--- config.mk ---
export PLATFORM = sky130hd
export DESIGN_NAME = companion_mcu_frame_receiver_top
export DESIGN_NICKNAME = d
export VERILOG_FILES = /design/src/rtl/cmfr_pkg.sv /design/src/rtl/cmfr_buf.sv /design/src/rtl/cmfr_decode.sv /design/src/rtl/companion_mcu_frame_receiver_top.sv
export SDC_FILE = /design/constraint.sdc
export NUM_CORES = 1
export LEC_CHECK = 0
export ABC_AREA = 1
export CAP_MARGIN = 20
export CORE_ASPECT_RATIO = 1.75
export CORE_MARGIN = 10
export CORE_UTILIZATION = 60
export CTS_BUF_LIST = sky130_fd_sc_hd__clkbuf_2
export CTS_CLUSTER_DIAMETER = 30
export DETAILED_ROUTE_END_ITERATION = 8
export DONT_BUFFER_PORTS = 1
export PLACE_DENSITY = 0.88
export SYNTH_ARGS = -nofsm -noshare
export SYNTH_HDL_FRONTEND = slang
export SYNTH_HIERARCHICAL = 1
export SYNTH_SLANG_ARGS = --single-unit
--- constraint.sdc ---
create_clock -name clock -period 3.8 [get_ports clock]
set_clock_uncertainty 0.2 [all_clocks]
set_input_delay 0.76 -clock clock [delete_from_list [all_inputs] [get_ports clock]]
set_output_delay 0.76 -clock clock [all_outputs]
set_load 0.01 [all_outputs]
--- src/rtl/cmfr_pkg.sv ---
// Shared types, codes and tables for the companion MCU frame receiver.
package cmfr_pkg;

   localparam int FRAME_BUF_BYTES_DEF      = 20;
   localparam int TOUCH_SETTLE_SAMPLES_DEF = 10;

   localparam logic [7:0] START_BYTE  = 8'h02;
   localparam logic [2:0] MAX_RESULTS = 3'd6;
   localparam logic [3:0] TOUCH_TOP   = 4'hf;

   localparam logic [3:0] TYPE_VERSION   = 4'h0;
   localparam logic [3:0] TYPE_BUTTON    = 4'h2;
   localparam logic [3:0] TYPE_TOUCH     = 4'h3;
   localparam logic [3:0] TYPE_LED       = 4'h8;
   localparam logic [3:0] TYPE_BATTERY   = 4'h9;
   localparam logic [3:0] TYPE_BACKLIGHT = 4'hd;

   localparam logic [2:0] EV_KEY     = 3'd0;
   localparam logic [2:0] EV_BUTTON  = 3'd1;
   localparam logic [2:0] EV_TRACK   = 3'd2;
   localparam logic [2:0] EV_LIFT    = 3'd3;
   localparam logic [2:0] EV_BATTERY = 3'd4;
   localparam logic [2:0] EV_ACK     = 3'd5;
   localparam logic [2:0] EV_UNKNOWN = 3'd6;

   typedef enum logic [3:0] {
      ST_IDLE,
      ST_LOOP,
      ST_WAIT0,
      ST_TEST0,
      ST_SCAN,
      ST_HDR,
      ST_SUM,
      ST_DECODE,
      ST_OUT
   } state_type;

   typedef struct packed {
      logic        emit;
      logic [2:0]  kind;
      logic [15:0] key;
      logic [5:0]  mask;
      logic        rel;
      logic [15:0] x;
      logic [15:0] y;
      logic [3:0]  touch_next;
      logic        bat_load;
   } dec_type;

   // Rocker codes 6..9, portrait and landscape maps.
   function automatic logic [15:0] rocker_key(logic land, logic [1:0] sel);
      logic [15:0] r;
      r = 16'h0000;
      case ({land, sel})
         3'b000: r = 16'hf00e;
         3'b001: r = 16'hf012;
         3'b010: r = 16'hf011;
         3'b011: r = 16'h0080;
         3'b100: r = 16'hf012;
         3'b101: r = 16'h0080;
         3'b110: r = 16'hf00e;
         3'b111: r = 16'hf011;
         default: r = 16'h0000;
      endcase
      return r;
   endfunction

endpackage

--- src/rtl/cmfr_buf.sv ---
// Circular frame byte buffer with one write port and one registered read port.
module cmfr_buf #(
   parameter int N = cmfr_pkg::FRAME_BUF_BYTES_DEF
) (
   input  logic                       clock,
   input  logic [$clog2(N)-1:0]       head,
   input  logic                       wr_en,
   input  logic [$clog2(N+2)-1:0]     wr_off,
   input  logic [7:0]                 wr_data,
   input  logic [$clog2(N+2)-1:0]     rd_off,
   output logic [7:0]                 rd_data
);
   import cmfr_pkg::*;

   localparam int AW = $clog2(N);
   localparam int CW = $clog2(N + 2);

   logic [7:0]    buf_mem [N];
   logic [7:0]    rd_ff;
   logic [CW:0]   wsum;
   logic [CW:0]   rsum;
   logic [CW:0]   wfull;
   logic [CW:0]   rfull;
   logic [AW-1:0] waddr;
   logic [AW-1:0] raddr;

   // Map logical offset to a physical slot past the head.
   always_comb begin
      wsum  = (CW+1)'(head) + (CW+1)'(wr_off);
      rsum  = (CW+1)'(head) + (CW+1)'(rd_off);
      wfull = (wsum >= (CW+1)'(N)) ? wsum - (CW+1)'(N) : wsum;
      rfull = (rsum >= (CW+1)'(N)) ? rsum - (CW+1)'(N) : rsum;
      waddr = wfull[AW-1:0];
      raddr = rfull[AW-1:0];
   end

   always_ff @(posedge clock) begin
      if (wr_en) begin
         buf_mem[waddr] <= wr_data;
      end
      rd_ff <= buf_mem[raddr];
   end

   assign rd_data = rd_ff;

endmodule

--- src/rtl/cmfr_decode.sv ---
// Event decoder for one checked frame.
module cmfr_decode #(
   parameter int SETTLE = cmfr_pkg::TOUCH_SETTLE_SAMPLES_DEF
) (
   input  logic [7:0]        hdr,
   input  logic [7:0]        p0,
   input  logic [7:0]        p1,
   input  logic [7:0]        p2,
   input  logic [7:0]        p3,
   input  logic              land,
   input  logic [3:0]        touch_cnt,
   output cmfr_pkg::dec_type dec
);
   import cmfr_pkg::*;

   localparam logic [3:0] SETTLE_CNT = 4'(SETTLE);

   logic [3:0]  mtype;
   logic [3:0]  mlen;
   logic [6:0]  code;
   logic        up;
   logic [15:0] a;
   logic [15:0] c;
   logic [2:0]  bit_sel;
   logic [1:0]  rock_sel;

   always_comb begin
      mtype    = hdr[7:4];
      mlen     = hdr[3:0];
      code     = p0[6:0];
      up       = p0[7];
      a        = {p0, p1};
      c        = {p2, p3};
      bit_sel  = (code == 7'd1) ? 3'd5 : 3'(code - 7'd1);
      rock_sel = 2'(code - 7'd6);

      dec            = '0;
      dec.touch_next = touch_cnt;
      case (mtype)
         TYPE_VERSION, TYPE_LED, TYPE_BACKLIGHT: begin
            dec.emit = 1'b1;
            dec.kind = EV_ACK;
         end
         TYPE_BUTTON: begin
            if (mlen != 4'd0) begin
               if (code > 7'd5) begin
                  if (code < 7'd10 && !up) begin
                     dec.emit = 1'b1;
                     dec.kind = EV_KEY;
                     dec.key  = rocker_key(land, rock_sel);
                  end
               end else if (code != 7'd0) begin
                  dec.emit = 1'b1;
                  dec.kind = EV_BUTTON;
                  dec.mask = 6'(1) << bit_sel;
                  dec.rel  = up;
               end
            end
         end
         TYPE_TOUCH: begin
            if (mlen == 4'd4) begin
               dec.touch_next = (touch_cnt < TOUCH_TOP) ? touch_cnt + 4'd1 : touch_cnt;
               if (touch_cnt > SETTLE_CNT) begin
                  dec.emit = 1'b1;
                  dec.kind = EV_TRACK;
                  dec.x    = land ? a : c;
                  dec.y    = land ? c : a;
               end
            end else begin
               dec.touch_next = 4'd0;
               dec.emit       = 1'b1;
               dec.kind       = EV_LIFT;
            end
         end
         TYPE_BATTERY: begin
            dec.bat_load = (mlen >= 4'd5);
            dec.emit     = 1'b1;
            dec.kind     = EV_BATTERY;
         end
         default: begin
            dec.emit = 1'b1;
            dec.kind = EV_UNKNOWN;
         end
      endcase
   end

endmodule

--- src/rtl/companion_mcu_frame_receiver_top.sv ---
// Frame receiver top level: byte sequencer, buffer and event decoder.
//
//  channel | direction | handshake           | payload
//  req     | in        | req_valid/req_stall | req_rx_byte
//  rsp     | out       | rsp_valid/rsp_stall | rsp_event_kind .. rsp_battery_chemistry
//  csr     | in        | csr_we              | csr_wdata (landscape_mode)
//
// One byte is accepted while idle, then scan passes run until no complete frame is left.
// A pass tests the lead byte (the pass ends at once when the buffer is empty), searches
// byte by byte for a start byte, walks header and checksum through the single buffer
// read port, decodes, and puts out at most one event.
// req_stall stays high until the scan passes end and the sequencer returns to idle.
// Synchronous reset clears counts, battery values and the mode; buffer
// contents are unknown until written. A stalled event holds the sequencer.
module companion_mcu_frame_receiver_top #(
   parameter int FRAME_BUF_BYTES      = cmfr_pkg::FRAME_BUF_BYTES_DEF,
   parameter int TOUCH_SETTLE_SAMPLES = cmfr_pkg::TOUCH_SETTLE_SAMPLES_DEF
) (
   input  logic        clock,
   input  logic        reset,
   input  logic        req_valid,
   output logic        req_stall,
   input  logic [7:0]  req_rx_byte,
   output logic        rsp_valid,
   input  logic        rsp_stall,
   output logic [2:0]  rsp_event_kind,
   output logic [3:0]  rsp_msg_type,
   output logic [3:0]  rsp_payload_len,
   output logic [15:0] rsp_key_code,
   output logic [5:0]  rsp_button_mask,
   output logic        rsp_button_released,
   output logic [15:0] rsp_pen_x,
   output logic [15:0] rsp_pen_y,
   output logic [7:0]  rsp_ac_status,
   output logic [15:0] rsp_battery_voltage,
   output logic [7:0]  rsp_battery_status,
   output logic [7:0]  rsp_battery_chemistry,
   input  logic        csr_we,
   input  logic        csr_wdata
);
   import cmfr_pkg::*;

   localparam int N  = FRAME_BUF_BYTES;
   localparam int AW = $clog2(N);
   localparam int CW = $clog2(N + 2);

   state_type     state_ff, state_in;
   logic [AW-1:0] head_ff, head_in;
   logic [CW-1:0] count_ff, count_in;
   logic [CW-1:0] idx_ff, idx_in;
   logic [7:0]    sum_ff, sum_in;
   logic [7:0]    hdr_ff, hdr_in;
   logic [7:0]    pay_ff [5];
   logic [7:0]    pay_in [5];
   logic [2:0]    k_ff, k_in;
   logic [3:0]    touch_ff, touch_in;
   logic [7:0]    ac_ff, ac_in;
   logic [15:0]   volt_ff, volt_in;
   logic [7:0]    stat_ff, stat_in;
   logic [7:0]    chem_ff, chem_in;
   logic          land_ff;
   logic [2:0]    kind_ff, kind_in;
   logic [15:0]   key_ff, key_in;
   logic [5:0]    mask_ff, mask_in;
   logic          rel_ff, rel_in;
   logic [15:0]   x_ff, x_in;
   logic [15:0]   y_ff, y_in;

   logic          accept;
   logic [CW-1:0] wr_off;
   logic [7:0]    rd;
   logic [CW-1:0] j;
   logic [CW-1:0] pj;
   logic [CW-1:0] hdr_need;
   logic [CW-1:0] chk_at;
   logic [CW-1:0] frame_len;
   dec_type       dec;

   function automatic logic [AW-1:0] wrap_add(logic [AW-1:0] h, logic [CW-1:0] s);
      logic [CW:0] t;
      t = (CW+1)'(h) + (CW+1)'(s);
      if (t >= (CW+1)'(N)) begin
         t = t - (CW+1)'(N);
      end
      return t[AW-1:0];
   endfunction

   assign accept    = req_valid && !req_stall;
   assign req_stall = (state_ff != ST_IDLE);
   assign rsp_valid = (state_ff == ST_OUT);
   assign wr_off    = (count_ff >= CW'(N)) ? '0 : count_ff;
   assign j         = idx_ff - CW'(1);
   assign pj        = j - CW'(2);
   assign hdr_need  = CW'(rd[3:0]) + CW'(3);
   assign chk_at    = CW'(hdr_ff[3:0]) + CW'(2);
   assign frame_len = CW'(hdr_ff[3:0]) + CW'(3);

   cmfr_buf #(.N(N)) u_buf (
      .clock   (clock),
      .head    (head_ff),
      .wr_en   (accept),
      .wr_off  (wr_off),
      .wr_data (req_rx_byte),
      .rd_off  (idx_ff),
      .rd_data (rd)
   );

   cmfr_decode #(.SETTLE(TOUCH_SETTLE_SAMPLES)) u_decode (
      .hdr       (hdr_ff),
      .p0        (pay_ff[0]),
      .p1        (pay_ff[1]),
      .p2        (pay_ff[2]),
      .p3        (pay_ff[3]),
      .land      (land_ff),
      .touch_cnt (touch_ff),
      .dec       (dec)
   );

   // Next state.
   always_comb begin
      state_in = state_ff;
      case (state_ff)
         ST_IDLE:   if (accept) state_in = ST_LOOP;
         ST_LOOP:   state_in = (count_ff == '0) ? ST_IDLE : ST_WAIT0;
         ST_WAIT0:  state_in = ST_TEST0;
         ST_TEST0: begin
            if (rd != START_BYTE) begin
               state_in = ST_SCAN;
            end else if (count_ff < CW'(3)) begin
               state_in = ST_IDLE;
            end else begin
               state_in = ST_HDR;
            end
         end
         ST_SCAN: begin
            if (j >= count_ff) begin
               state_in = ST_IDLE;
            end else if (rd == START_BYTE) begin
               state_in = ST_LOOP;
            end
         end
         ST_HDR:    state_in = (count_ff < hdr_need) ? ST_IDLE : ST_SUM;
         ST_SUM: begin
            if (j == chk_at) begin
               state_in = (rd == sum_ff) ? ST_DECODE : ST_LOOP;
            end
         end
         ST_DECODE: state_in = (dec.emit && k_ff < MAX_RESULTS) ? ST_OUT : ST_LOOP;
         ST_OUT:    if (!rsp_stall) state_in = ST_LOOP;
         default:   state_in = ST_IDLE;
      endcase
   end

   // Datapath updates.
   always_comb begin
      head_in  = head_ff;
      count_in = count_ff;
      idx_in   = idx_ff;
      sum_in   = sum_ff;
      hdr_in   = hdr_ff;
      pay_in   = pay_ff;
      k_in     = k_ff;
      touch_in = touch_ff;
      ac_in    = ac_ff;
      volt_in  = volt_ff;
      stat_in  = stat_ff;
      chem_in  = chem_ff;
      kind_in  = kind_ff;
      key_in   = key_ff;
      mask_in  = mask_ff;
      rel_in   = rel_ff;
      x_in     = x_ff;
      y_in     = y_ff;
      case (state_ff)
         ST_IDLE: begin
            if (accept) begin
               count_in = wr_off + CW'(1);
               k_in     = '0;
            end
         end
         ST_LOOP:  idx_in = '0;
         ST_WAIT0: idx_in = CW'(1);
         ST_TEST0: idx_in = CW'(2);
         ST_SCAN: begin
            if (j >= count_ff) begin
               count_in = '0;
            end else if (rd == START_BYTE) begin
               head_in  = wrap_add(head_ff, j);
               count_in = count_ff - j;
            end else begin
               idx_in = idx_ff + CW'(1);
            end
         end
         ST_HDR: begin
            hdr_in = rd;
            sum_in = rd;
            idx_in = CW'(3);
         end
         ST_SUM: begin
            if (j == chk_at) begin
               // Bad checksum: drop the start byte and rescan.
               if (rd != sum_ff) begin
                  head_in  = wrap_add(head_ff, CW'(1));
                  count_in = count_ff - CW'(1);
               end
            end else begin
               sum_in = sum_ff + rd;
               idx_in = idx_ff + CW'(1);
               for (int i = 0; i < 5; i++) begin
                  if (pj == CW'(i)) pay_in[i] = rd;
               end
            end
         end
         ST_DECODE: begin
            head_in  = wrap_add(head_ff, frame_len);
            count_in = count_ff - frame_len;
            if (k_ff < MAX_RESULTS) begin
               touch_in = dec.touch_next;
               if (dec.bat_load) begin
                  ac_in   = pay_ff[0];
                  chem_in = pay_ff[1];
                  volt_in = {pay_ff[3], pay_ff[2]};
                  stat_in = pay_ff[4];
               end
               if (dec.emit) begin
                  k_in    = k_ff + 3'd1;
                  kind_in = dec.kind;
                  key_in  = dec.key;
                  mask_in = dec.mask;
                  rel_in  = dec.rel;
                  x_in    = dec.x;
                  y_in    = dec.y;
               end
            end
         end
         ST_OUT: begin
         end
         default: begin
         end
      endcase
   end

   always_ff @(posedge clock) begin
      if (reset) begin
         state_ff <= ST_IDLE;
         head_ff  <= '0;
         count_ff <= '0;
         k_ff     <= '0;
         touch_ff <= '0;
         ac_ff    <= '0;
         volt_ff  <= '0;
         stat_ff  <= '0;
         chem_ff  <= '0;
         land_ff  <= 1'b0;
      end else begin
         state_ff <= state_in;
         head_ff  <= head_in;
         count_ff <= count_in;
         k_ff     <= k_in;
         touch_ff <= touch_in;
         ac_ff    <= ac_in;
         volt_ff  <= volt_in;
         stat_ff  <= stat_in;
         chem_ff  <= chem_in;
         if (csr_we) land_ff <= csr_wdata;
      end
   end

   always_ff @(posedge clock) begin
      idx_ff  <= idx_in;
      sum_ff  <= sum_in;
      hdr_ff  <= hdr_in;
      pay_ff  <= pay_in;
      kind_ff <= kind_in;
      key_ff  <= key_in;
      mask_ff <= mask_in;
      rel_ff  <= rel_in;
      x_ff    <= x_in;
      y_ff    <= y_in;
   end

   assign rsp_event_kind        = kind_ff;
   assign rsp_msg_type          = hdr_ff[7:4];
   assign rsp_payload_len       = hdr_ff[3:0];
   assign rsp_key_code          = key_ff;
   assign rsp_button_mask       = mask_ff;
   assign rsp_button_released   = rel_ff;
   assign rsp_pen_x             = x_ff;
   assign rsp_pen_y             = y_ff;
   assign rsp_ac_status         = ac_ff;
   assign rsp_battery_voltage   = volt_ff;
   assign rsp_battery_status    = stat_ff;
   assign rsp_battery_chemistry = chem_ff;

   a_count_bound: assert property (@(posedge clock) disable iff (reset)
      count_ff <= CW'(N))
      else $error("buffer count exceeds depth");

   a_head_bound: assert property (@(posedge clock) disable iff (reset)
      head_ff < AW'(N - 1) || head_ff == AW'(N - 1))
      else $error("head pointer out of range");

   a_k_bound: assert property (@(posedge clock) disable iff (reset)
      k_ff <= MAX_RESULTS)
      else $error("too many events for one byte");

   a_sum_in_buf: assert property (@(posedge clock) disable iff (reset)
      (state_ff == ST_SUM) |-> (j < count_ff))
      else $error("checksum walk past buffered bytes");

   a_out_from_decode: assert property (@(posedge clock) disable iff (reset)
      $rose(rsp_valid) |-> $past(state_ff) == ST_DECODE)
      else $error("event raised outside decode");

endmodule
## Word level (Yosys, flattened, before mapping)

Memories as Yosys holds them, arrays and structs flattened. A register that Yosys moved wholly into a read port is not among the register bits.
Cells that the tools add are included.

| cells by class | value |
|---|---|
| add/subtract/negate cells | 25 |
| order comparisons | 15 |
| equal/unequal tests | 36 |
| shifts and indexed selects | 1 |
| mux-type cells | 57 |
| bitwise operators | 4 |
| reductions and logical operators | 35 |

Operator list:

| cell | count |
|---|---|
| $mux 5 | 18 |
| $mux 16 | 3 |
| $mux 4 | 12 |
| $pmux 4 s9 | 1 |
| $ge 6x5->1 const B | 5 |
| $pmux 5 s6 | 1 |
| $mux 27 | 1 |
| $sub 5x5->5 const B | 5 |
| $add 5x5->6 | 4 |
| $mux 3 | 8 |
| $reduce_and 3->1 | 8 |
| $ne 2x2->1 const B | 11 |
| $eq 4x3->1 const B | 5 |
| $mux 20 | 1 |
| $pmux 5 s4 | 1 |
| $reduce_and 4->1 | 5 |
| $eq 4x2->1 const B | 4 |
| $eq 4x4->1 const B | 4 |
| $pmux 4 s4 | 1 |
| $pmux 8 s2 | 1 |
| $add 4x2->5 const B | 3 |
| $pmux 5 s3 | 1 |
| $mux 7 | 2 |
| $reduce_bool 4->1 | 3 |
| 49 further kinds | 65 |

| word-level totals | value |
|---|---|
| bits in registers | 181 |
| RAM bits | 160 |
| memory bits (read-only) | 80 |
| input port bits | 14 |
| output and inout port bits | 108 |
| memories | 2 |

Memories:

| name | depth | bits a word | read ports | clocked after Yosys merged registers in | write ports | line | RTL |
|---|---|---|---|---|---|---|---|
| u_buf.buf_mem | 20 | 8 | 1 | 1 | 1 | cmfr_buf.sv:18 | `logic [7:0] buf_mem [N];` |
| (name not given) | 8 | 10 | 1 | 0 | 0 | cmfr_pkg.sv:54 | `case ({land, sel})` |

## Depth between registers and ports, before layout

Gate-level depths: netlist of run 1.

| logic depth | value |
|---|---|
| depth in word-level cells | 10 |
| gate-level depth with buffers | 19 |
| mapped depth without buffers | 19 |

## Cells and area by module

Netlist of run 1, hierarchy kept.

By module, submodules not included:

| module | instances | cells each | area an instance (um^2) |
|---|---|---|---|
| companion_mcu_frame_receiver_top | 1 | 896 | 8545.7 |
| cmfr_buf | 1 | 637 | 7387.1 |
| cmfr_decode | 1 | 229 | 1336.3 |

## Least setup slack after synthesis of run 1

Ideal clock, no wire load.

| timing path | value |
|---|---|
| kind | register -> register |
| start | register pay_ff[33] in the netlist's numbering |
| end | register k_ff[2] |
| library setup time | 0.121 ns |
| data arrival time | 3.229 ns |
| required time | 3.479 ns |
| path slack | 0.249 ns |
| stages on the path, launching flop included | 17 |
| buffers on the path | 0 |
| period minus slack after synthesis | 3.551 ns |
| path through | edfxtp_1 > inv_1 > ha_1 > inv_1 > nand2_1 > nor2_1 > nor2_1 > nand3_1 > nand3_1 > inv_1 > nor2_1 > nand2_1 > inv_1 > nor2_1 > nor2_1 > xnor2_1 > nor2_1 |

RTL lines:

| what | line | RTL |
|---|---|---|
| start, declared | companion_mcu_frame_receiver_top.sv:53 | `logic [7:0] pay_ff [5];` |
| start signal, assigned | companion_mcu_frame_receiver_top.sv:273 | `pay_ff <= pay_in;` |
| end signal, assigned | companion_mcu_frame_receiver_top.sv:259 | `k_ff <= k_in;` |
| end, declared | companion_mcu_frame_receiver_top.sv:55 | `logic [2:0] k_ff, k_in;` |

## Worst setup path in the final report of run 1

| timing path | value |
|---|---|
| start | register count_ff[2] |
| end | memory u_buf.buf_mem[4][2] (enable) |

| between the ends | value |
|---|---|
| cells in the longest elaborated chain, start to end | 5 |
| elaborated cells between the ends (all ways) | 6 |
| those cells by class | add/sub: 2; order compare: 2; mux: 2 |

Ends and longest elaborated chain:

| what | line | RTL |
|---|---|---|
| start, declared | companion_mcu_frame_receiver_top.sv:49 | `logic [CW-1:0] count_ff, count_in;` |
| start signal, assigned | companion_mcu_frame_receiver_top.sv:258 | `count_ff <= count_in;` |
| $ge 5x5->1 * | companion_mcu_frame_receiver_top.sv:91 | `assign wr_off = (count_ff >= CW'(N)) ? '0 : count_ff;` |
| $mux 5 * | companion_mcu_frame_receiver_top.sv:91 |  |
| net wr_off[0] | companion_mcu_frame_receiver_top.sv:70 | `logic [CW-1:0] wr_off;` |
| $add 5x5->6 * | cmfr_buf.sv:29 | `wsum = (CW+1)'(head) + (CW+1)'(wr_off);` |
| $sub 5x5->5 or $ge 6x5->1 (tied branches) | cmfr_buf.sv:31 | `wfull = (wsum >= (CW+1)'(N)) ? wsum - (CW+1)'(N) : wsum;` |
| $mux 5 * | cmfr_buf.sv:31 |  |
| end, declared | cmfr_buf.sv:18 |  |

Mark *: on every way through the listed nets, which the timed path passes. The rest lies on a longest branch.

==> reports/metrics.yaml, run 1 <==
route.detailed.drc: 0
seqCellArea_sq_um: 9782
synth-compound-area-share: 0.08434
die_w_microns: 148.2
worst_flop_to_flop_path_startpoint: "count_ff[2]"
postLayoutCellArea_sq_um: 18810
clk_path_buf_depth: 3
fin_crit_ns: 3.661
post_layout_nonfiller_instances: 2289
synth_adder_area_share: 0.06245
max_slew.worst_pin.slew_ns: 1.112
cp_data_required_time_ns: 4.26
antenna_violations_before_repair: 4
detailedRoute.firstPassIterationCount: 9
fin_nets: 1943
holdWs_ns: 0.2841
yosys.cell_types.count: 52
syn_area_per_cell_sq_um: 9.801
critPathLaunch: "count_ff[2]"
power_density_nw_per_um2: 516.1
first_iter_violations: 1338
timing.max_cap.violations: 0
numClockSinks: 349
critPathBufInv: 5
routedWlPerCell_microns: 20.01
setup_crit_path_kind: "reg -> reg"
critPathLaunchType: "flop"
ys_dominant_reg_cell: "edfxtp_1"
arrival_ns: 4.12
port_buffers: 0
avgViaCountPerCell: 5.893
power.ir.vdd_worst_v: 0.0003278
placement_rows: 82
ys_async_sr_fraction: 0
place.detailed.instances: 2136
ios: 122
detailed_place_hpwl_microns: 32580
synth_sequential_area_ratio: 0.5663
synth_top_family_by_area: "simple AND/OR/NAND/NOR gates"
crit_top_cell: "inv_1"
outcome: "complete, no violations"
worst_path_largest_cell_delay_ns: 0.43
post_synth_xor_xnor_area: 0.01623
core_sq_um: 28520
detailed_place.area_sq_um: 17840
fill_cells: 2196
start_util: 0.6055
cp_cell_sequence: "nor2_2 > nor2_1 > nor2_2 > ha_1 > inv_1 > fa_1 > xnor2_2 > inv_1 > ha_1 > inv_1 > o211ai_1 > buf_4 > nand3_1 > nand2_2 > nand3_2 > nor2_1 > buf_4"
first_global_vias: 13559
final-setup-viol-count: 0
critPathTopFamily: "simple AND/OR/NAND/NOR gates"
vias: 13490
grt_max_degree: 81
hold_path_class: "in -> reg"
die_area_sq_um: 36230
cts_made_buffers: 72
multi_input_area_sq_um: 6620
grt_util_all_layers: 0.2472
synth.area.mux_share: 0.01398
insertion_delay_ns: 1.04
die_y_microns: 244.4
share_of_post_route_cells_with_drive_strength_above_1: 0.1391
routed_wirelength_microns: 45810
clk_pin_slew_worst_paths_ns: 0.13
tritoncts_clock_tree: "yes"
slowest_cp_cell: "fa_1"
max_slew_margin: 0.2562
synthToLayoutAreaGrowth_pct: 8.919
cts-root-buf: "clkbuf_2"
max_freq_mhz: 273.1
simple_gate_share_of_the_synthesized_area: 0.2019
dpl_worst_slack_ns: 0.02962
clock_tree.htree_level_count: 3
worst_slack_ns: 0.1387
yosysTopAreaCell: "edfxtp_1"
synth.yosys.warnings: 6
synth_seq_cells: 349
synthCells: 1762
globalplace.congestion: 1.028
report.final.hold_viol_count: 0
crit_path_max_fo: 8
mappedNetlistArea_sq_um: 17270
post-synth-top-area-fraction: 0.4851
grt_pass1_wl_microns: 70230
number_of_enable_flip_flop_cells_after_synthesis: 279
end_kind: "flop"
slew_violations: 0
global_route.overflow_total: 0
ant_nets: 0
setup_repair_after_global_routing_missed_its_margin: "yes"
hold_path_startpoint: "csr_wdata"
p_leak_nw: 7.555
finalCritPeriodShare: 0.9635
synth.area.top_cells: "edfxtp_1, dfxtp_1, nor2_1, nand2_1, ha_1"
==> through the flow <==
| step | util | setup TNS, ns | total power [W] |
|---|---|---|---|
| finish | 0.6595 | 0 | 0.009707 |
| global route | 0.6595 | -1.302 | 0.01022 |
| CTS | 0.6568 | 0 | 0.009648 |
| detailed placement | 0.6254 | 0 | 0.007156 |
| global placement | 0.6254 | 0 | 0.007062 |
| floorplan | - | 0 | 0.006371 |
==> power by group <==
part	internal, W	switching (W)
clock network	0.00102	0.00144
registers	0.00437	0.000165
logic	0.000896	0.00182
total	0.00629	0.00342
==> timing repair <==
| action | in CTS | in global routing |
|---|---|---|
| buffers inserted | 0 | 1 |
| resized for setup | 0 | 13 |
| hold buffers | 14 | 0 |
| endpoints found under the hold margin | 174 | 0 |
| endpoints found under the setup margin | 0 | 162 |
==> cell usage after synthesis (all sizes together), types with 12 or more instances <==
master	instances
nor2	332
nand2	300
edfxtp	279
o21ai	158
inv	157
nand3	129
ha	75
dfxtp	70
a21oi	46
buf	32
clkbuf	32
o22ai	26
mux2i	23
xor2	18
nor3	12
==> metal layers <==
| layer | global-route usage | routed length [microns] | share of wire | vias up |
|---|---|---|---|---|
| met5 | 0 | 0 | 0 | - |
| met4 | 0.1791 | 3431 | 0.075 | 0 |
| met3 | 0.07489 | 3755 | 0.082 | 231 |
| met2 | 0.4616 | 24580 | 0.54 | 772 |
| met1 | 0.2141 | 14050 | 0.31 | 6279 |
| li1 | - | - | - | 6208 |
==> state kept, by name, summed over array words and instances (netlist names), 4 cells and up <==
name and cells:
hdr_ff 8, rsp_battery_status 8, pay_ff 40, state_ff 4, head_ff 5, rsp_pen_y 16
touch_ff 4, rsp_ac_status 8, idx_ff 5, rsp_battery_chemistry 8, rsp_battery_voltage 16, u_buf/rd_data 8
u_buf/buf_mem 160, rsp_button_mask 6, rsp_key_code 16, rsp_pen_x 16, sum_ff 8, count_ff 5
==> area by class of cell <==
class                      instances  share of cell area
sequential                       349              0.5201
multi-input combinational       1197              0.3520
inverter                         157             0.03146
timing repair buffer              70             0.03047
clock buffer                     104             0.02767
tap                              378             0.02514
clock inverter                    28             0.01244
antenna                            6           0.0007982
==> worst min-delay path: cells and delay by family <==
kind            cells  cell delay, ns
compound gates      1            0.05
buf+inv             2            0.58
==> final timing paths <==
kind,slack (ns),cells after the start,end
setup / recovery,0.14,17,u_buf/buf_mem[4][2]
setup reg to reg,0.14,17,u_buf/buf_mem[4][2]
hold reg to reg,0.30,2,rsp_battery_status[5]
hold / removal,0.28,3,land_ff
==> logic make-up (layout without fill, tap and decap cells) <==
| group | count (synthesis) | in the layout |
|---|---|---|
| and+or+nand+nor | 795 | 795 |
| DFF | 349 | 349 |
| AOI/OAI and AO/OA | 261 | 261 |
| buffers and inverters | 221 | 359 |
| adders and majority gates | 82 | 82 |
| xor gates and xnor gates | 29 | 29 |
| muxes | 24 | 24 |
| other | 1 | 12 |
==> cells in the final DEF, fill, tap and decap left out, types with 8 or more instances in the layout <==
cell type        n
nand4_1         11
dlygate4sd3_1   14
ha_1            73
o21ai_0        157
xor2_1          16
nor2_2          35
clkbuf_2       104
o22a_1           8
nor2_1         293
o22ai_1         26
buf_4           55
inv_1          150
nand3_1        118
a21oi_1         44
clkinv_1        13
nor3_1          10
dfxtp_1         68
nand3_2          8
mux2i_1         23
edfxtp_1       279
a32o_1           8
xnor2_1          9
nand2_2         11
nand2_1        284
Note: power is estimated with default switching activity, not from simulation.
==> run 2, diff against run 1 <==
BUFFER_PORTS_ARGS = -buffer_cell sky130_fd_sc_hd__buf_2   (was unset)
CORE_UTILIZATION = 57   (was 60)
DONT_BUFFER_PORTS = unset   (was 1)
SYNTH_HIERARCHICAL = unset   (was 1)
==> reports/metrics.yaml, run 2 <==
regToRegSetupSlack_ns: 0.23
die_y_microns: 246.0
power_density_nw_per_um2: 795.3
tns_ns: 0
routed_wirelength_microns: 44960
globalplace.congestion: 1.043
worst-r2r-cell-count: 16
synth_seq_cells: 339
syn_area_per_cell_sq_um: 9.602
synthCells: 1733
synthToLayoutAreaGrowth_pct: 12.32
fin_nets: 2015
grt_pass1_wl_microns: 70520
timing.max_cap.violations: 0
hold_path_class: "in -> reg"
die_w_microns: 149.2
layout_common_cells: "nor2_1, edfxtp_1, nand2_1"
clock_tree.htree_level_count: 3
detailed_place.area_sq_um: 17780
worst_hold_path.num_cells: 1
share_seq_of_total_power: 0.320
setup_crit_path_kind: "reg -> reg"
port_buffers: 115
fin_crit_ns: 3.565
grt_util_all_layers: 0.2423
reg2reg_to: "u_buf.rd_data[0]"
yosys.cell_types.count: 48
worst_path_largest_cell_delay_ns: 0.44
yosysTopAreaCell: "edfxtp_1"
intPower_w: 0.008010
post-synth-top-area-fraction: 0.4854
share_of_post_route_cells_with_drive_strength_above_1: 0.1676
core_sq_um: 28730
slew_violations: 0
avgViaCountPerCell: 5.751
cts-root-buf: "clkbuf_2"
end_kind: "flop"
crit_path_max_fo: 17
largest_reg_flops: 160
grt_max_degree: 82
cp_data_required_time_ns: 4.42
critPathLaunch: "idx_ff[0]"
synth.yosys.warnings: 0
synth.area.top_cells: "edfxtp_1, dfxtp_1, nor2_1, nand2_1, ha_1"
setup_repair_after_global_routing_missed_its_margin: "no"
clk_path_buf_depth: 3
fill_cells: 2231
die_area_sq_um: 36700
numClockSinks: 339
arrival_ns: 4.18
yosysMostFrequentCell: "nor2_1"
placement_rows: 82
postLayoutCellArea_sq_um: 18690
critPathCapture: "u_buf.rd_data[0]"
route.detailed.drc: 0
clk_pin_slew_worst_paths_ns: 0.12
ant_nets: 0
slowest_cp_cell: "edfxtp_1"
detailedRoute.firstPassIterationCount: 8
synth.cells.most_frequent: "nor2_1, edfxtp_1, nand2_1, inv_1, o21ai_0"
max_slew_margin: 0.4384
worst_flop_to_flop_path_startpoint: "idx_ff[0]"
insertion_delay_ns: 0.90
finalCritPeriodShare: 0.9382
max_slew.worst_pin.slew_ns: 0.8425
ys_dominant_reg_cell: "edfxtp_1"
pwr-share-comb: 0.502
antenna_violations_before_repair: 1
critPathLaunchType: "flop"
clockPowerShare: 0.178
ys_async_sr_fraction: 0
ios: 122
final-setup-viol-count: 0
power_switching_w: 0.006855
mappedNetlistArea_sq_um: 16640
report.final.hold_viol_count: 0
synth_sequential_area_ratio: 0.5696
routedWlPerCell_microns: 19.05
max_flop_register: "u_buf.buf_mem"
start_util: 0.5793
number_of_enable_flip_flop_cells_after_synthesis: 269
vias: 13573
outcome: "complete, no violations"
layout_top_registers: "u_buf.buf_mem: 160 flops, pay_ff: 40 flops"
crit_top_cell: "nand3_1"
max_freq_mhz: 280.5
tritoncts_clock_tree: "yes"
first_iter_violations: 1251
detailed_place_hpwl_microns: 32110
global_route.overflow_total: 0
p_leak_nw: 7.994
power.ir.vdd_worst_v: 0.0006627
layout_commonest_cell: "nor2_1"
first_global_vias: 13961
swShare: 0.4612
cp_cell_sequence: "buf_4 > ha_1 > fa_1 > xor2_1 > inv_1 > ha_1 > o21ai_1 > nand3_1 > nand3_1 > buf_4 > nand2_2 > nand3_1 > nand3_1 > nand2_1 > nand2_1 > nand2_1"
cts_made_buffers: 76
==> run 2: cell types whose count changed after synthesis, sizes merged, moves of 14 or more <==
| cell | change |
|---|---|
| nand4 | +20 |
| o22ai | -17 |
| a211oi | +29 |
| nor3 | +14 |
| nand3 | -18 |
| nor2 | +25 |
| mux2i | -23 |
| nand2 | -49 |
| o21ai | -31 |
| a21oi | +28 |
==> run 2: worst max-delay path: cells and delay by family (launching register included) <==
kind	cells	cell delay (ns)
simple gates	8	1.06
flops	1	0.44
buf+inv	3	0.55
fa+ha+maj	3	0.84
xor+xnor	1	0.30
compound gates	1	0.07
==> run 2: worst min-delay path by stage <==
stage | from | to | slack [ns]
floorplan | touch_ff[3] | touch_ff[3] | 0.26
global placement | touch_ff[3] | touch_ff[3] | 0.27
detailed placement | touch_ff[3] | touch_ff[3] | 0.29
CTS | req_rx_byte[6] | u_buf.buf_mem[17][6] | 0.08
global route | req_rx_byte[5] | u_buf.buf_mem[3][5] | 0.11
finish | req_rx_byte[6] | u_buf.buf_mem[10][6] | 0.13
==> run 2: metal layers <==
metal	wire length, microns	vias up	global-route usage
met1	14840	6259	0.2259
met5	0	-	0
met3	3158	237	0.05525
met2	23560	734	0.4411
met4	3401	0	0.1895
li1	-	6343	-
==> run 2: layout make-up <==
class,instances,area [sq um],area share
diodes,1,2.502,0.0001339
inverters,158,593.1,0.03173
clock inverters,31,311.5,0.01667
well taps,378,473.0,0.02530
repair buffers,172,1036,0.05543
clock buffers,107,535.5,0.02865
flip-flops and latches,339,9482,0.5073
multi-input cells,1174,6257,0.3348
==> run 2: per-stage QoR <==
| step | worst slack [ns] | power [W] | std cells | utilization | hold WS (ns) |
|---|---|---|---|---|---|
| finish | 0.2347 | 0.01486 | 2360 | 0.6506 | 0.1293 |
| global placement | 0.4278 | 0.01176 | 2217 | 0.6189 | 0.2733 |
| detailed placement | 0.2875 | 0.01200 | 2217 | 0.6189 | 0.2863 |
| floorplan | 0.5877 | 0.009843 | 1738 | - | 0.2592 |
| global route | 0.001660 | 0.01591 | 2360 | 0.6506 | 0.1084 |
| CTS | 0.2433 | 0.01466 | 2358 | 0.6494 | 0.07755 |
==> run 2: repair_timing <==
action,CTS,global route
endpoints found under the setup margin,0,159
gates resized for setup,0,6
hold endpoints to repair,2,0
hold buffers,3,0
buffers inserted,0,1
==> run 2: cell families after synthesis <==
group | after synthesis | synth area share
AND/OR/NAND/NOR | 800 | 0.2047
flip-flops | 339 | 0.5696
AO/OA/AOI/OAI | 261 | 0.09098
buffers and inverters | 225 | 0.05699
adder cells (fa/ha/maj) | 80 | 0.06286
XOR/XNOR | 27 | 0.01466
other | 1 | 0.0002253
==> run 2: power by group through the flow <==
stage | logic, W | clock network, W | registers [W]
CTS | 0.00723 | 0.00269 | 0.00474
detailed placement | 0.00717 | 0 | 0.00482
finish | 0.00746 | 0.00265 | 0.00475
floorplan | 0.00511 | 0 | 0.00473
global placement | 0.00695 | 0 | 0.00481
global route | 0.00825 | 0.00289 | 0.00477
